## src/rtl/core/bsws_pkg.sv

```systemverilog
// ----------------------------------------------------------------------------
// bsws_pkg
// shared types and constants for the bounded byte stack with search
// ----------------------------------------------------------------------------
package bsws_pkg;

    localparam int DEPTH = 8;
    localparam int IDX_W = $clog2(DEPTH);
    localparam int CNT_W = $clog2(DEPTH + 1);

    typedef enum logic [1:0] {
        CMD_PUSH   = 2'd0,
        CMD_POP    = 2'd1,
        CMD_TOP    = 2'd2,
        CMD_SEARCH = 2'd3
    } t_cmd;

    typedef enum logic [1:0] {
        ST_OK       = 2'd0,
        ST_OVERFLOW = 2'd1,
        ST_EMPTY    = 2'd2
    } t_status;

    typedef struct packed {
        t_cmd       cmd;
        logic [7:0] value;
    } t_in_item;

    typedef struct packed {
        t_status    status;
        logic [7:0] data;
        logic       found;
        logic [3:0] position;
        logic [3:0] count;
    } t_out_item;

    // controller to datapath
    typedef struct packed {
        logic    load;
        logic    push;
        logic    pop;
        logic    top;
        logic    search;
        logic    done;
        t_status status;
    } t_dp_cmd;

    // datapath to controller
    typedef struct packed {
        t_cmd cmd;
        logic empty;
        logic full;
    } t_dp_stat;

endpackage

```

## src/rtl/core/bounded_stack_with_search_core.sv

```systemverilog
// ----------------------------------------------------------------------------
// bounded_stack_with_search_core
// bounded lifo of bytes with push, pop, read top and search for lowest match
// ----------------------------------------------------------------------------
//
//  channel | direction | handshake                  | payload
//  --------+-----------+----------------------------+------------------------
//  in      | input     | i_in_valid / o_in_stall    | i_in_item  (cmd, value)
//  out     | output    | o_out_valid / i_out_stall  | o_out_item (status, data,
//          |           |                            |   found, position, count)
//
//  each transaction runs through capture, execute and present the result
//  the search compares all entries in parallel during the execute cycle
//  one transaction is in flight at a time; the next is taken once the result
//  has left the output register
//  i_rst_n is synchronous, active low, and empties the stack
//  a stalled result holds in the output register until i_out_stall drops
// ----------------------------------------------------------------------------
module bounded_stack_with_search_core (
    input  logic                i_clk,
    input  logic                i_rst_n,
    input  logic                i_in_valid,
    output logic                o_in_stall,
    input  bsws_pkg::t_in_item  i_in_item,
    output logic                o_out_valid,
    input  logic                i_out_stall,
    output bsws_pkg::t_out_item o_out_item
);
    import bsws_pkg::*;

    // command and status between the sequencer and the datapath
    t_dp_cmd  dp_cmd;
    t_dp_stat dp_stat;

    // sequencer: accepts a transaction when idle, runs it, holds the result
    bsws_ctrl u_ctrl (
        .i_clk       (i_clk),
        .i_rst_n     (i_rst_n),
        .i_in_valid  (i_in_valid),
        .o_in_stall  (o_in_stall),
        .o_out_valid (o_out_valid),
        .i_out_stall (i_out_stall),
        .i_stat      (dp_stat),
        .o_cmd       (dp_cmd)
    );

    // datapath: entry registers, fill count, comparators, result register
    bsws_dp u_dp (
        .i_clk   (i_clk),
        .i_rst_n (i_rst_n),
        .i_item  (i_in_item),
        .i_cmd   (dp_cmd),
        .o_stat  (dp_stat),
        .o_item  (o_out_item)
    );

endmodule

```

## src/rtl/core/bsws_ctrl.sv

```systemverilog
// ----------------------------------------------------------------------------
// bsws_ctrl
// sequencer: capture a transaction, execute it, hold the result until taken
// ----------------------------------------------------------------------------
module bsws_ctrl (
    input  logic               i_clk,
    input  logic               i_rst_n,
    input  logic               i_in_valid,
    output logic               o_in_stall,
    output logic               o_out_valid,
    input  logic               i_out_stall,
    input  bsws_pkg::t_dp_stat i_stat,
    output bsws_pkg::t_dp_cmd  o_cmd
);
    import bsws_pkg::*;

    typedef enum logic [2:0] {
        S_IDLE = 3'b001,
        S_EXEC = 3'b010,
        S_DONE = 3'b100
    } t_state;

    t_state r_state;
    t_state n_state;

    always_ff @(posedge i_clk) begin
        if (!i_rst_n) begin
            r_state <= S_IDLE;
        end else begin
            r_state <= n_state;
        end
    end

    always_comb begin
        n_state      = r_state;
        o_cmd        = '0;
        o_cmd.status = ST_OK;
        case (r_state)
            S_IDLE: begin
                if (i_in_valid) begin
                    o_cmd.load = 1'b1;
                    n_state    = S_EXEC;
                end
            end
            S_EXEC: begin
                o_cmd.done = 1'b1;
                n_state    = S_DONE;
                case (i_stat.cmd)
                    CMD_PUSH: begin
                        if (i_stat.full) o_cmd.status = ST_OVERFLOW;
                        else             o_cmd.push   = 1'b1;
                    end
                    CMD_POP: begin
                        if (i_stat.empty) o_cmd.status = ST_EMPTY;
                        else              o_cmd.pop    = 1'b1;
                    end
                    CMD_TOP: begin
                        if (i_stat.empty) o_cmd.status = ST_EMPTY;
                        else              o_cmd.top    = 1'b1;
                    end
                    default: begin
                        if (i_stat.empty) o_cmd.status = ST_EMPTY;
                        else              o_cmd.search = 1'b1;
                    end
                endcase
            end
            S_DONE: begin
                if (!i_out_stall) n_state = S_IDLE;
            end
            default: begin
                n_state = S_IDLE;
            end
        endcase
    end

    assign o_in_stall  = (r_state != S_IDLE);
    assign o_out_valid = (r_state == S_DONE);

    // an accepted transaction always goes straight to execution
    a_accept_exec: assert property (@(posedge i_clk) disable iff (!i_rst_n)
        (i_in_valid && !o_in_stall) |=> (r_state == S_EXEC))
        else $error("accepted transaction did not enter execute");

    // a result is only written in the execute state, then shown next cycle
    a_done_valid: assert property (@(posedge i_clk) disable iff (!i_rst_n)
        o_cmd.done |=> o_out_valid)
        else $error("result not presented after execute");

endmodule

```

## src/rtl/core/bsws_dp.sv

```systemverilog
// ----------------------------------------------------------------------------
// bsws_dp
// stack entries, fill count, parallel search and the result register
// ----------------------------------------------------------------------------
module bsws_dp (
    input  logic                i_clk,
    input  logic                i_rst_n,
    input  bsws_pkg::t_in_item  i_item,
    input  bsws_pkg::t_dp_cmd   i_cmd,
    output bsws_pkg::t_dp_stat  o_stat,
    output bsws_pkg::t_out_item o_item
);
    import bsws_pkg::*;

    t_cmd             r_cmd;
    logic [7:0]       r_value;
    logic [7:0]       r_entries [DEPTH];
    logic [CNT_W-1:0] r_count;
    logic [CNT_W-1:0] n_count;
    t_out_item        r_out;
    t_out_item        n_out;

    logic [CNT_W-1:0] top_ptr;
    logic [DEPTH-1:0] hits;
    logic             hit_any;
    logic [CNT_W-1:0] hit_pos;

    assign top_ptr = r_count - CNT_W'(1);

    // one comparator per entry, only live entries count
    always_comb begin
        for (int i = 0; i < DEPTH; i++) begin
            hits[i] = (r_entries[i] == r_value) && (CNT_W'(i) < r_count);
        end
    end

    // lowest matching entry wins
    always_comb begin
        hit_any = 1'b0;
        hit_pos = '0;
        for (int i = DEPTH - 1; i >= 0; i--) begin
            if (hits[i]) begin
                hit_any = 1'b1;
                hit_pos = CNT_W'(i + 1);
            end
        end
    end

    always_comb begin
        n_count = r_count;
        if (i_cmd.push)     n_count = r_count + CNT_W'(1);
        else if (i_cmd.pop) n_count = r_count - CNT_W'(1);
    end

    always_comb begin
        n_out          = '0;
        n_out.status   = i_cmd.status;
        n_out.data     = i_cmd.top ? r_entries[top_ptr[IDX_W-1:0]] : 8'd0;
        n_out.found    = i_cmd.search && hit_any;
        n_out.position = (i_cmd.search && hit_any) ? 4'(hit_pos) : 4'd0;
        n_out.count    = 4'(n_count);
    end

    always_ff @(posedge i_clk) begin
        if (!i_rst_n) begin
            r_count <= '0;
        end else begin
            r_count <= n_count;
        end
    end

    always_ff @(posedge i_clk) begin
        if (i_cmd.load) begin
            r_cmd   <= i_item.cmd;
            r_value <= i_item.value;
        end
        if (i_cmd.push) begin
            r_entries[r_count[IDX_W-1:0]] <= r_value;
        end
        if (i_cmd.done) begin
            r_out <= n_out;
        end
    end

    assign o_stat.cmd   = r_cmd;
    assign o_stat.empty = (r_count == '0);
    assign o_stat.full  = (r_count == CNT_W'(DEPTH));
    assign o_item       = r_out;

    a_count_bound: assert property (@(posedge i_clk) disable iff (!i_rst_n)
        r_count <= CNT_W'(DEPTH))
        else $error("fill count beyond depth");

    a_push_grow: assert property (@(posedge i_clk) disable iff (!i_rst_n)
        i_cmd.push |=> (r_count == $past(r_count) + CNT_W'(1)))
        else $error("push did not grow the stack");

endmodule
```

## config.mk

```make
export PLATFORM = sky130hd
export DESIGN_NAME = bounded_stack_with_search_core
export DESIGN_NICKNAME = d
export VERILOG_FILES = /design/src/rtl/core/bsws_pkg.sv /design/src/rtl/core/bounded_stack_with_search_core.sv /design/src/rtl/core/bsws_ctrl.sv /design/src/rtl/core/bsws_dp.sv
export SDC_FILE = /design/constraint.sdc
export NUM_CORES = 1
export LEC_CHECK = 0
export CORE_ASPECT_RATIO = 0.9
export CORE_MARGIN = 8
export CORE_UTILIZATION = 45
export DETAILED_ROUTE_END_ITERATION = 7
export DONT_BUFFER_PORTS = 1
export PLACE_DENSITY = 0.68
export SYNTH_ARGS = -nofsm -noshare
export SYNTH_HDL_FRONTEND = slang
export SYNTH_SLANG_ARGS = --single-unit
export TNS_END_PERCENT = 5
```

## constraint.sdc

```tcl
create_clock -name i_clk -period 3.5 [get_ports i_clk]
set_input_delay 0.525 -clock i_clk [delete_from_list [all_inputs] [get_ports i_clk]]
set_output_delay 0.525 -clock i_clk [all_outputs]
set_load 0.005 [all_outputs]
```

# Word level (Yosys, flattened, before mapping)
# Memory sizes are Yosys's and may differ from the RTL's. A register that Yosys moved wholly into a read port is not among the register bits.
# Index checks and enable logic that the tools add are counted.
classes:
  addsub: 2
  n_lt_le_gt_ge: 8
  eq_ne: 17
  muxes: 35
  bitwise_logic: 1
  n_reduce_logical: 17
ops:
  columns: ["operator", "n"]
  rows:
  - ["$eq A8 B8 Y1", 8]
  - ["$mux W1", 20]
  - ["$mux W3", 6]
  - ["$lt A3 B4 Y1 const A", 4]
  - ["$mux W4", 3]
  - ["$logic_and A1 B1 Y1", 9]
  - ["$pmux W3 S3", 1]
  - ["$lt A1 B4 Y1 const A", 2]
  - ["$lt A2 B4 Y1 const A", 2]
  - ["$mux W2", 4]
  - ["$reduce_or A8 Y1", 1]
  - ["$mux W7", 1]
  - ["$add A4 B1 Y4 const B", 1]
  - ["$eq A4 B4 Y1 const B", 1]
  - ["$logic_not A4 Y1", 1]
  - ["$ne A2 B2 Y1 const B", 2]
  - ["$reduce_or A4 Y1", 1]
  - ["$sub A4 B1 Y4 const B", 1]
  - ["$eq A3 B1 Y1 const B", 1]
  - ["$eq A3 B2 Y1 const B", 1]
  - ["$eq A3 B3 Y1 const B", 1]
  - ["$ne A3 B1 Y1 const B", 1]
  - ["$reduce_or A3 Y1", 1]
  - ["$eq A2 B1 Y1 const B", 1]
  - ["other kinds (6)", 6]
word_totals:
  ff_bits: 28
  ram_bits: 64
  in_bits: 14
  output_inout_bits: 21
  wordCells: 92
  mem_count: 1
mem_list:
  columns: ["memory", "words", "width", "read_ports", "rd_clocked_by_memory_dff", "wr", "line_no", "text"]
  rows:
  - ["u_dp.r_entries", 8, 8, 9, 1, 1, "bsws_dp.sv:17", "logic [7:0] r_entries [DEPTH];"]

# Longest topological paths before layout
# Gate-level depths: netlist of run 1.
# An unclocked memory read counts as a cell.
logic_depth:
  word_depth: 14
  depth_mapped: 11
  ltp_nobuf: 8

# Hierarchy
# Synthesis of run 1 repeated with hierarchy kept, for this count alone.
hier_totals:
  hier_cells: 331
  hier_area_um2: 4803.4
by_module_without_submodules:
  columns: ["module", "instances", "cells_per_inst", "area_each_um2"]
  rows:
  - ["bsws_dp", 1, 305, 4568.1]
  - ["bsws_ctrl", 1, 26, 235.2]

# Least setup slack after synthesis of run 1
# Ideal clock, no wire load.
synth_timing:
  path_type: "reg-to-reg"
  startpoint: "reg u_dp.r_count[0]"
  endpoint: "mem u_dp.r_entries[0][0], enable pin"
  arrival_ns: 2.627
  required_ns: 3.105
  path_slack_ns: 0.479
  stages_incl_launch_ff: 9
  period_less_slack_ns: 3.021
  path_cell_list: "dfxtp_1 -> clkbuf_1 -> clkbuf_1 -> inv_1 -> ha_1 -> clkbuf_1 -> nand3b_1 -> nand3_1 -> nor4_1"
synth_via:
  elab_chain_cells: 6
synth_lines:
  columns: ["item", "line_no", "text"]
  rows:
  - ["start, declared", "bsws_dp.sv:18", "logic [CNT_W-1:0] r_count;"]
  - ["start signal, assigned", "bsws_dp.sv:68", "r_count <= n_count;"]
  - ["$eq A4 B4 Y1", "bsws_dp.sv:87", "assign o_stat.full = (r_count == CNT_W'(DEPTH));"]
  - ["$mux W1", "bsws_ctrl.sv:50", "if (i_stat.full) o_cmd.status = ST_OVERFLOW;"]
  - ["$mux W1", "bsws_ctrl.sv:48", "case (i_stat.cmd)"]
  - ["$mux W7", "bsws_ctrl.sv:38", "case (r_state)"]
  - ["$mux W1", "bsws_dp.sv:77", "if (i_cmd.push) begin"]
  - ["$mux W1 (not written as such)", "bsws_dp.sv:78", "r_entries[r_count[IDX_W-1:0]] <= r_value;"]
  - ["end, declared", "bsws_dp.sv:17", null]
# Parallel ways exist; a longest one is shown, timed or not.

# Worst setup path in the final report of run 1
layout_timing:
  startpoint: "reg u_dp.r_count[0]"
  endpoint: "reg u_dp.o_item[13] (netlist name)"
layout_via:
  elab_chain_cells: 5
layout_lines:
  columns: ["item", "line_no", "text"]
  rows:
  - ["$logic_not A4 Y1", "bsws_dp.sv:86", "assign o_stat.empty = (r_count == '0);"]
  - ["$mux W1", "bsws_ctrl.sv:58", "if (i_stat.empty) o_cmd.status = ST_EMPTY;"]
  - ["$mux W1", "bsws_ctrl.sv:48", null]
  - ["$mux W7", "bsws_ctrl.sv:38", null]
  - ["$logic_not A1 Y1 (no line)", null, null]
# Parallel ways exist; a longest one is shown, timed or not.
# A chain may end at the register's enable or synchronous reset.

==> impl_results.md, run 1 <==
* NumNets Final at 346
* Worst Tran Pin Value at 0.8159 ns
* Syn nets at 342
* Fin Clk Skew at 0.005648 ns
* Final hold vios at 0
* Clk_lat worst skew at 0.34 ns
* Max-Cap Viols at 0
* RSZ-0062 raised after global routing: no
* CTS Root Cell: clkbuf_16
* Worst path slowest cell: ha_1
* Synth Area per Inst at 14.48 µm²
* Critical Path Source Type: flop
* Die H at 113 µm
* CTS resizes at 0
* H-tree Lvls at 3
* Detailed Route Iter0 Violations at 286
* CTS tree: built
* WP data required at 3.57 ns
* Via count at 2639
* # clock sinks at 100
* Layout cell share with drive strength beyond 1 at 0.1317
* Post-DP HPWL at 7194 µm
* Vias in the first global route at 2741
* Yosys reg bits at 100
* Residual DRC count at 0
* IO Port Bufs at 0
* Worst vdd ir at 0.0003122 V
* Cell Pwr Density at 484.9 nW/µm²
* Post-Syn Instances at 325
* Worst-path fanout max at 18
* Worst min-delay path class: in -> reg
* Leading area contributor after synthesis: edfxtp_1
* Share of the synthesized area in the top cell type at 0.5936
* Synth Cell Area at 4705 µm²
* Clock-pin slew on the worst setup and hold paths at 0.07 ns
* Slew Limit Headroom at 0.4510
* Number of buffers inserted by hold repair at cts at 0
* Post-route ant nets at 0
* Final setup fails at 0
* Antenna violations before repair at 0
* Worst Setup Slack, final at 0.9377 ns
* CP Capture Type: flop
* Status: finished, final reports clean
* Routed WL at 9971 µm
* Hold WS at 0.2728 ns
* IO Count at 35
* DR pass1 iterations at 5
* Global-route wire length before repair at 15700 µm
* Diode count at 0
* Gpl congestion at 0.8577
* Row Count at 35
* Peak Freq at 0.3903 GHz
* Post-CTS Setup Bufs at 0
* Max Slew Vio Count at 0
* Remaining global-route overflow at 0
* Initial Utilization at 0.4611
* P&R area growth vs syn at 9.149%
* Final cycle utilization of the critical path at 0.7321
* Core box area at 10200 µm²
* Post-synth EDFFs at 93
* Inserted Clock Buffers at 9
* Leak at 1.594 nW
* Async SR Flop Fraction at 0
* Longest Clk Path Bufs at 2
* Crit-path max cell delay at 0.86 ns
* Pre-CTS WS at 0.9552 ns
* Synth Warn # at 0
* WS Path Type: reg -> reg
* Main flop type after synthesis: edfxtp_1
* Share of the yosys chip area belonging to registers at 0.6234
* Setup TNS at 0 ns
* Util after Layout at 0.5033
* Die width at 123.8 µm
* DIE AREA at 13990 µm²
* Largest net degree at the start of global routing at 20
* Cell Chain, Critical Path: inv_1, ha_1, mux4_2, nand2_1, a21oi_1
* Post-synth cell types at 40
* Worst EP arrival at 2.63 ns
* GRT Overall Usage at 0.1527
* Routed len/inst at 21.54 µm
* Post-DR vias/cell at 5.700
* Top post-synthesis cells by area: edfxtp_1 (59%), xnor2_1 (8.9%), mux4_2 (7.7%)
* Fin crit period at 2.562 ns
==> stage by stage <==
step,area [µm²],power (W),std cells
6_report,5135,0.002490,463
3_3_place_gp,4852,0.001560,447
3_5_place_dp,4852,0.001562,447
4_1_cts,5135,0.002511,463
2_1_floorplan,4705,0.001519,325
5_1_grt,5135,0.002581,463
==> kinds of logic (layout without fill, tap and decap cells) <==
| logic type | count (synthesis) | count (layout) | share of synthesized area |
|---|---|---|---|
| XOR/XNOR | 69 | 69 | 0.1285 |
| AO/OA/AOI/OAI | 24 | 24 | 0.03272 |
| adder cells (fa/ha/maj) | 3 | 3 | 0.007980 |
| AND/OR/NAND/NOR | 91 | 91 | 0.1080 |
| flip-flops | 100 | 100 | 0.6234 |
| buffers and inverters | 22 | 31 | 0.02287 |
| multiplexers | 16 | 16 | 0.07660 |
==> cell usage in the layout, fill, tap and decap left out, drive strengths merged, types with 2 or more instances in the layout <==
cell / synthesis / routed
or4: 3 / 3
nor2b: 2 / 2
dfxtp: 7 / 7
mux4: 16 / 16
and3b: 2 / 2
nor4: 8 / 8
and2: 5 / 5
and3: 2 / 2
inv: 5 / 5
nand4: 8 / 8
a211oi: 3 / 3
xnor2: 48 / 48
a21oi: 13 / 13
edfxtp: 93 / 93
buf: 11 / 10
nor3: 10 / 10
nor2: 11 / 11
clkbuf: 6 / 9
nand2: 23 / 23
nand3b: 4 / 4
nand3: 7 / 7
ha: 3 / 3
xor2: 21 / 21
nand2b: 2 / 2
o21ai: 2 / 2
clkinv: 0 / 5
==> Yosys cell counts, types with 2 or more instances <==
| cell | instances |
|---|---|
| edfxtp_1 | 93 |
| xnor2_1 | 48 |
| nand2_1 | 23 |
| xor2_1 | 21 |
| mux4_2 | 16 |
| a21oi_1 | 13 |
| nor2_1 | 11 |
| nor3_1 | 10 |
| buf_2 | 8 |
| nand4_1 | 8 |
| dfxtp_1 | 7 |
| nand3_1 | 7 |
| clkbuf_1 | 6 |
| nor4_1 | 6 |
| and2_1 | 5 |
| inv_1 | 5 |
| nand3b_1 | 4 |
| a211oi_1 | 3 |
| ha_1 | 3 |
| and3_1 | 2 |
| and3b_1 | 2 |
| buf_6 | 2 |
| nand2b_1 | 2 |
| nor2b_1 | 2 |
| o21ai_0 | 2 |
| or4_1 | 2 |
==> worst max-delay path, delay by kind of cell (launching register included) <==
kind            cells  cell delay [ns]
buf+inv             1             0.15
fa+ha+maj           1             0.86
mux                 1             0.41
flops               1             0.67
compound gates      1             0.10
simple gates        1             0.10
==> final cells by class <==
| type | count | area, µm² |
|---|---|---|
| Multi-Input combinational cell | 203 | 1664 |
| Tap cell | 129 | 161.4 |
| Sequential cell | 100 | 2933 |
| Fill cell | 855 | 5069 |
| Inverter | 5 | 18.77 |
| Timing Repair Buffer | 10 | 75.07 |
| Clock inverter | 7 | 57.56 |
| Clock buffer | 9 | 225.2 |
==> sequential cells by signal, indices dropped and copies added (netlist names) <==
register and cells:
u_dp.r_count 4, u_ctrl.r_state 3, u_dp.r_entries 64, u_dp.o_item 19, u_dp.r_value 8, u_dp.r_cmd 2
==> power breakdown <==
group	total (W)	switching [W]	internal (W)
clock	0.000954	0.000411	0.000543
combinational	0.000160	0.0000879	0.0000716
sequential	0.00138	0.0000494	0.00133
total	0.00249	0.000548	0.00194
==> metal layers <==
| layer | vias to the layer above | global-route usage | share of wire |
|---|---|---|---|
| met4 | 0 | 0.06816 | 0.022 |
| met5 | - | 0 | 0 |
| li1 | 1218 | - | - |
| met1 | 1321 | 0.2062 | 0.46 |
| met3 | 19 | 0.03783 | 0.051 |
| met2 | 81 | 0.2268 | 0.46 |
==> worst paths after layout <==
path | slack (ns) | from | cells after the start | endpoint
min | 0.27 | i_in_item[9] | 0 | u_dp.r_cmd[1]$_DFFE_PP_
min reg2reg | 0.61 | u_ctrl.r_state[0]$_SDFFE_PN1P_ | 1 | u_ctrl.r_state[2]$_SDFFE_PN0P_
max reg2reg | 0.94 | u_dp.r_count[0]$_SDFF_PN0_ | 5 | u_dp.o_item[13]$_SDFFCE_PN0P_
max | 0.94 | u_dp.r_count[0]$_SDFF_PN0_ | 5 | u_dp.o_item[13]$_SDFFCE_PN0P_
Power figures use the tool's default switching activity.
==> run 2, diff against run 1 <==
ABC_AREA = 1   (was default)
PLACE_DENSITY = 0.7   (was 0.68)
clock period = 2.1 ns   (was 3.5 ns; I/O delays follow)
==> run 2 against run 1 <==
Combinational power grew 58%. Largest cell class unchanged. Clock-buffer cell count up 2. Cell area increased by 19%. Critical path type unchanged.
==> impl_results.md, run 2 <==
* H-tree Lvls at 3 (unchanged)
* Main flop type after synthesis: edfxtp_1
* Routed len/inst at 18.69 µm (-13%)
* Seq pwr share at 0.526 (-0.027)
* Peak Freq at 0.5037 GHz (+29%)
* Gpl congestion at 0.9292 (+8.3%)
* Crit-path max cell delay at 0.42 ns (-0.44 ns)
* Diode count at 0 (unchanged)
* Cell Pwr Density at 697.0 nW/µm² (+44%)
* Final cycle utilization of the critical path at 0.9454 (+0.2133)
* Synth Cell Area at 5234 µm² (+11%)
* Routed WL at 14450 µm (+45%)
* Die width at 129.7 µm (+4.8%)
* NumNets Final at 629 (+82%)
* Leading area contributor after synthesis: edfxtp_1
* Cell Chain, Critical Path: inv_1, ha_4, inv_1, a21oi_1, o21ai_0, a311oi_1, buf_4
* Layout cell share with drive strength beyond 1 at 0.1718 (+0.04006)
* Worst R2R Path Depth at 7 (+2)
* Number of buffers inserted by hold repair at cts at 0 (unchanged)
* Share of the synthesized area in the top cell type at 0.5336 (-0.06003)
* Combinational power share at 0.060 (-0.004)
* Global-route wire length before repair at 21910 µm (+40%)
* Via count at 4117 (+56%)
* Max Slew Vio Count at 0 (unchanged)
* Fin Clk Skew at 0.01012 ns (+0.004471 ns)
* Max reg flops at 64 (unchanged)
* Antenna violations before repair at 0 (unchanged)
* Status: finished, final reports clean
* CP most frequent cell: inv_1
* Clock-pin slew on the worst setup and hold paths at 0.07 ns (about the same)
* CTS Root Cell: clkbuf_16
* WP data required at 2.33 ns (-1.24 ns)
* Sw Ratio at 0.2185 (-0.001765)
* Most frequent cells in the layout: nand2_1 (154), edfxtp_1 (93), inv_1 (60)
* NetSw at 0.0009273 W (+69%)
* Post-route ant nets at 0 (unchanged)
* Syn nets at 589 (+72%)
* Non-filler cells, final at 773 (+67%)
* Core box area at 11390 µm² (+12%)
* Post-Syn Instances at 572 (+76%)
* Worst min-delay path class: in -> reg
* Post-CTS Setup Bufs at 0 (unchanged)
* Critical Path Source Type: flop
* Worst-path fanout max at 18 (unchanged)
* WS Path Type: reg -> reg
* Dpl cells at 742 (+66%)
* Hold Crit Depth at 0 (unchanged)
* Synth Warn # at 0 (unchanged)
* Crit path buf inv count at 3 (+2)
* RSZ-0062 raised after global routing: no
* RR Startpoint: u_dp.r_count[1]$_SDFF_PN0_
* Die H at 118.3 µm (+4.7%)
* Worst path slowest cell: ha_4
* Crit path depth at 7 (+2)
* Final hold vios at 0 (unchanged)
* Worst Setup Slack, final at 0.1146 ns (-0.8231 ns)
* IO Port Bufs at 0 (unchanged)
* Remaining global-route overflow at 0 (unchanged)
* Longest Clk Path Bufs at 2 (unchanged)
* Worst vdd ir at 0.0004268 V (+37%)
* Kind of cell adding the most delay to the critical path: compound AO/OA/AOI/OAI gates
* Post-DP HPWL at 10550 µm (+47%)
* Reg2reg end: u_dp.o_item[12]$_SDFFCE_PN0P_
* Worst EP arrival at 2.22 ns (-0.41 ns)
* # clock sinks at 100 (unchanged)
* Count leader, synth: nand2_1
* Clk_lat worst skew at 0.37 ns (+0.03 ns)
* Leak at 2.436 nW (+53%)
* Final setup fails at 0 (unchanged)
* Post-synth EDFFs at 93 (unchanged)
* CTS resizes at 0 (unchanged)
* Top post-synthesis cells by area: edfxtp_1 (53%), nand2_1 (11%), inv_1 (4.3%)
* Setup TNS at 0 ns (unchanged)
* P&R area growth vs syn at 16.35%
* Vias in the first global route at 3803 (+39%)
* Final-layout fill cell count at 1031 (+21%)
* Fin crit period at 1.985 ns (-0.5769 ns)
* Min-delay src: i_in_item[8]
* Slew Limit Headroom at 0.6860 (+0.2349)
* IO Count at 35 (unchanged)
* Most common cell after layout, fill and taps aside: nand2_1
* Util after Layout at 0.5347 (+0.03147)
* Synth top cells by count: nand2_1 (156), edfxtp_1 (93), inv_1 (60), nor2_1 (49), o21ai_0 (39)
* Detailed Route Iter0 Violations at 544 (+90%)
* CTS tree: built
* DR pass1 iterations at 5 (unchanged)
* Initial Utilization at 0.4596 (-0.001497)
* Post-synth cell types at 37 (-7.5%)
* Hold Path Sink: u_dp.r_cmd[0]$_DFFE_PP_
* Reg2Reg Setup Slack at 0.11 ns (-0.82 ns)
* Async SR Flop Fraction at 0 (unchanged)
* Inserted Clock Buffers at 9 (unchanged)
* Share of the yosys chip area belonging to registers at 0.5604 (-0.06304)
* Pre-CTS WS at 0.02721 ns (-0.9280 ns)
* Synth Area per Inst at 9.150 µm² (-37%)
* DIE AREA at 15340 µm² (+9.7%)
* Pint at 0.003317 W (+71%)
* Post-DR vias/cell at 5.326 (-6.6%)
* Worst Tran Pin Value at 0.4711 ns (-0.3448 ns)
* Largest net degree at the start of global routing at 28 (+40%)
* Yosys reg bits at 100 (unchanged)
* GRT Overall Usage at 0.1934 (+0.04071)
* Clock Power Share at 0.414 (+0.031)
* Max-Cap Viols at 0 (unchanged)
* Row Count at 37 (+5.7%)
* CP Capture Type: flop
* Residual DRC count at 0 (unchanged)
-- run 2: worst register-to-register path, stage by stage (launching register included) --
cell	delay (ns)
dfxtp_2	0.33
inv_1	0.07
ha_4	0.42
inv_1	0.25
a21oi_1	0.17
o21ai_0	0.10
a311oi_1	0.34
buf_4	0.18
-- run 2: power by group through the flow --
stage               clock network, W  logic, W  registers, W
floorplan                          0  0.000164       0.00227
global placement                   0  0.000198       0.00230
detailed placement                 0  0.000197       0.00230
CTS                          0.00179  0.000198       0.00226
global route                 0.00187  0.000277       0.00224
finish                       0.00176  0.000253       0.00223
-- run 2: logic make-up after synthesis --
group	after synthesis	share of synthesized area
xor+xnor	25	0.04542
simple gates	260	0.2097
fa+ha+maj	3	0.007173
buf+inv	93	0.08080
flops	100	0.5604
compound gates	91	0.09658
-- run 2: worst max path at each step --
stage                                     from                        endpoint
floorplan           u_dp.r_count[0]$_SDFF_PN0_  u_dp.r_entries[3][0]$_DFFE_PP_
global placement     u_dp.r_value[3]$_DFFE_PP_    u_dp.o_item[4]$_SDFFCE_PN0P_
detailed placement   u_dp.r_value[3]$_DFFE_PP_    u_dp.o_item[5]$_SDFFCE_PP0P_
CTS                  u_dp.r_value[3]$_DFFE_PP_    u_dp.o_item[5]$_SDFFCE_PP0P_
global route        u_dp.r_count[1]$_SDFF_PN0_   u_dp.o_item[12]$_SDFFCE_PN0P_
finish              u_dp.r_count[1]$_SDFF_PN0_   u_dp.o_item[12]$_SDFFCE_PN0P_
-- run 2: through the flow --
| step | power, W | hold WS [ns] | area, µm² |
|---|---|---|---|
| 2_1_floorplan | 0.002432 | 0.4139 | 5329 |
| 3_3_place_gp | 0.002498 | 0.4139 | 5655 |
| 5_1_grt | 0.004385 | 0.02647 | 6090 |
| 4_1_cts | 0.004248 | 0.02973 | 5977 |
| 6_report | 0.004244 | 0.04179 | 6090 |
| 3_5_place_dp | 0.002498 | 0.4139 | 5655 |
-- run 2: cell type report --
cell class                 count  area, µm²  share of cell area
sequential                   100       2935              0.4820
timing repair buffer          49      392.9             0.06452
clock buffer                  11      264.0             0.04335
inverter                      73      286.5             0.04705
multi-input combinational    379       1958              0.3216
clock inverter                 5      57.56            0.009451
tap                          156      195.2             0.03205
-- run 2: routing by layer --
| metal | global-route usage | vias to the layer above | part of all wire |
|---|---|---|---|
| met4 | 0.07324 | 0 | 0.026 |
| met1 | 0.2680 | 1938 | 0.46 |
| met2 | 0.2793 | 178 | 0.44 |
| met5 | 0 | - | 0 |
| li1 | - | 1979 | - |
| met3 | 0.05573 | 22 | 0.072 |
==> run 3, diff against run 2 <==
PLACE_DENSITY = 0.68   (was 0.7)
clock period = 2.3 ns   (was 2.1 ns; I/O delays follow)
==> run 3 against run 2 <==
Cell area fell by 4.4%. Combinational power fell by 35%. Via count fell by 0.68%. First-iteration DRC count fell by 11%. Worst setup slack improved by 0.055 ns. Power fell by 10%. Non-clock buffer count fell by 23.
==> impl_results.md, run 3 (same netlist as run 2, synthesis figures left out) <==
* Status: finished, final reports clean
* Critical Path Source Type: flop
* IO Port Bufs at 0 (unchanged)
* Detailed Route Iter0 Violations at 485 (-11%)
* Post-DR vias/cell at 5.452 (+2.4%)
* Worst-path fanout max at 18 (unchanged)
* Post-route ant nets at 0 (unchanged)
* GRT Overall Usage at 0.1901 (-0.003246)
* Most frequent cells in the layout: nand2_1 (156), edfxtp_1 (93), inv_1 (60)
* Final instance area at 5819 µm² (-4.4%)
* # clock sinks at 100 (unchanged)
* Clock-pin slew on the worst setup and hold paths at 0.07 ns (about the same)
* Routed WL at 14300 µm (-0.99%)
* DIE AREA at 15340 µm² (unchanged)
* Antenna violations before repair at 0 (unchanged)
* Fin crit period at 2.130 ns (+0.1447 ns)
* Layout cell share with drive strength beyond 1 at 0.1212 (-0.05059)
* Routed len/inst at 19.07 µm (+2.0%)
* Final hold vios at 0 (unchanged)
* Longest Clk Path Bufs at 2 (unchanged)
* Final cycle utilization of the critical path at 0.9261 (-0.01930)
* Max reg flops at 64 (unchanged)
* NumNets Final at 606 (-3.7%)
* CP Capture Type: flop
* CTS Root Cell: clkbuf_16
* Most common cell after layout, fill and taps aside: nand2_1
* Inserted Clock Buffers at 9 (unchanged)
* Final setup fails at 0 (unchanged)
* Diode count at 0 (unchanged)
* Initial Utilization at 0.4596 (unchanged)
* Worst Tran Pin Value at 0.6953 ns (+0.2242 ns)
* Clock Power Share at 0.413 (about the same)
* Worst EP arrival at 2.32 ns (+0.10 ns)
* Global-route wire length before repair at 22070 µm (+0.76%)
* Worst Setup Slack, final at 0.1699 ns (+0.05530 ns)
* Max-Cap Viols at 0 (unchanged)
* RSZ-0062 raised after global routing: no
* Cell Pwr Density at 655.2 nW/µm² (-6.0%)
* Sw Ratio at 0.2109 (-0.007622)
* Vias in the first global route at 3911 (+2.8%)
* Slew Limit Headroom at 0.5365 (-0.1495)
* H-tree Lvls at 3 (unchanged)
* Dpl cell area at 5505 µm² (-2.7%)
* Die width at 129.7 µm (unchanged)
* Leak at 2.290 nW (-6.0%)
* Pint at 0.003009 W (-9.3%)
* Remaining global-route overflow at 0 (unchanged)
* Residual DRC count at 0 (unchanged)
* Peak Freq at 0.4695 GHz (-6.8%)
* WS Path Type: reg -> reg
* P&R area growth vs syn at 11.19%
* DR pass1 iterations at 5 (unchanged)
* Seq pwr share at 0.543 (+0.017)
* Worst vdd ir at 0.0005525 V (+29%)
* Hold WS at 0.09059 ns (+0.04880 ns)
* Fin Clk Skew at 0.009087 ns (-0.001031 ns)
* IO Count at 35 (unchanged)
* Clk_lat worst skew at 0.35 ns (-0.02 ns)
* Combinational power share at 0.043 (-0.017)
* Number of buffers inserted by hold repair at cts at 0 (unchanged)
* Largest net degree at the start of global routing at 45 (+61%)
* Final-layout fill cell count at 1060 (+2.8%)
* Via count at 4089 (-0.68%)
* Core box area at 11390 µm² (unchanged)
* Post-DP HPWL at 10540 µm (about the same)
* Row Count at 37 (unchanged)
* Worst min-delay path class: in -> reg
* Die H at 118.3 µm (unchanged)
* Pre-CTS WS at 0.1766 ns (+0.1494 ns)
* WP data required at 2.49 ns (+0.16 ns)
* NetSw at 0.0008039 W (-13%)
* CTS tree: built
* Max Slew Vio Count at 0 (unchanged)
* Gpl congestion at 0.9555 (+2.8%)
==> run 3: critical path, stage by stage (launching register included) <==
cell,delay (ns)
edfxtp_1,0.65
inv_2,0.21
nand2_1,0.07
nand2_1,0.10
nand3_1,0.08
nor2_1,0.27
nand2_1,0.16
nand2_2,0.10
nor2_2,0.05
nand2_2,0.08
nand2_1,0.07
a21oi_1,0.13
==> run 3: final timing paths <==
kind	from	to	slack (ns)	cells after the start
hold reg to reg	u_ctrl.r_state[0]$_SDFFE_PN1P_	u_ctrl.r_state[2]$_SDFFE_PN0P_	0.60	3
hold / removal	i_in_item[8]	u_dp.r_cmd[0]$_DFFE_PP_	0.09	0
setup / recovery	u_dp.r_value[2]$_DFFE_PP_	u_dp.o_item[4]$_SDFFCE_PN0P_	0.17	11
setup reg to reg	u_dp.r_value[2]$_DFFE_PP_	u_dp.o_item[4]$_SDFFCE_PN0P_	0.17	11
==> run 3: repair_timing <==
action                                  in CTS  in global routing
resized for setup                            0                  2
endpoints found under the setup margin       0                 10
buffers inserted                             0                  0
==> run 3: power groups by stage <==
stage	registers (W)	clock network [W]	logic, W
6_report	0.00207	0.00158	0.000164
3_3_place_gp	0.00211	0	0.000162
5_1_grt	0.00208	0.00167	0.000183
2_1_floorplan	0.00207	0	0.000148
4_1_cts	0.00207	0.00161	0.000165
3_5_place_dp	0.00211	0	0.000164
==> run 3: cell type report <==
class | count | area (µm²) | share of cell area
Timing Repair Buffer | 26 | 198.9 | 0.03419
Tap cell | 156 | 195.2 | 0.03354
Inverter | 73 | 284.0 | 0.04881
Sequential cell | 100 | 2933 | 0.5040
Multi-Input combinational cell | 379 | 1901 | 0.3266
Clock buffer | 10 | 229.0 | 0.03935
Clock inverter | 6 | 78.83 | 0.01355
==> run 3: metrics by stage <==
step / TNS [ns] / power, W / utilization / std cells
after floorplan: -5.216 / 0.002219 / - / 572
after global placement: 0 / 0.002272 / 0.4834 / 734
after detailed placement: 0 / 0.002276 / 0.4834 / 734
after CTS: 0 / 0.003843 / 0.5104 / 750
after global routing: 0 / 0.003934 / 0.5110 / 750
final: 0 / 0.003813 / 0.5110 / 750
==> run 3: per-layer routing <==
metal  wire length (µm)  GRT usage
met5                  0          0
met4                343    0.06454
met3               1216    0.05393
met2               6172     0.2764
met1               6570     0.2655
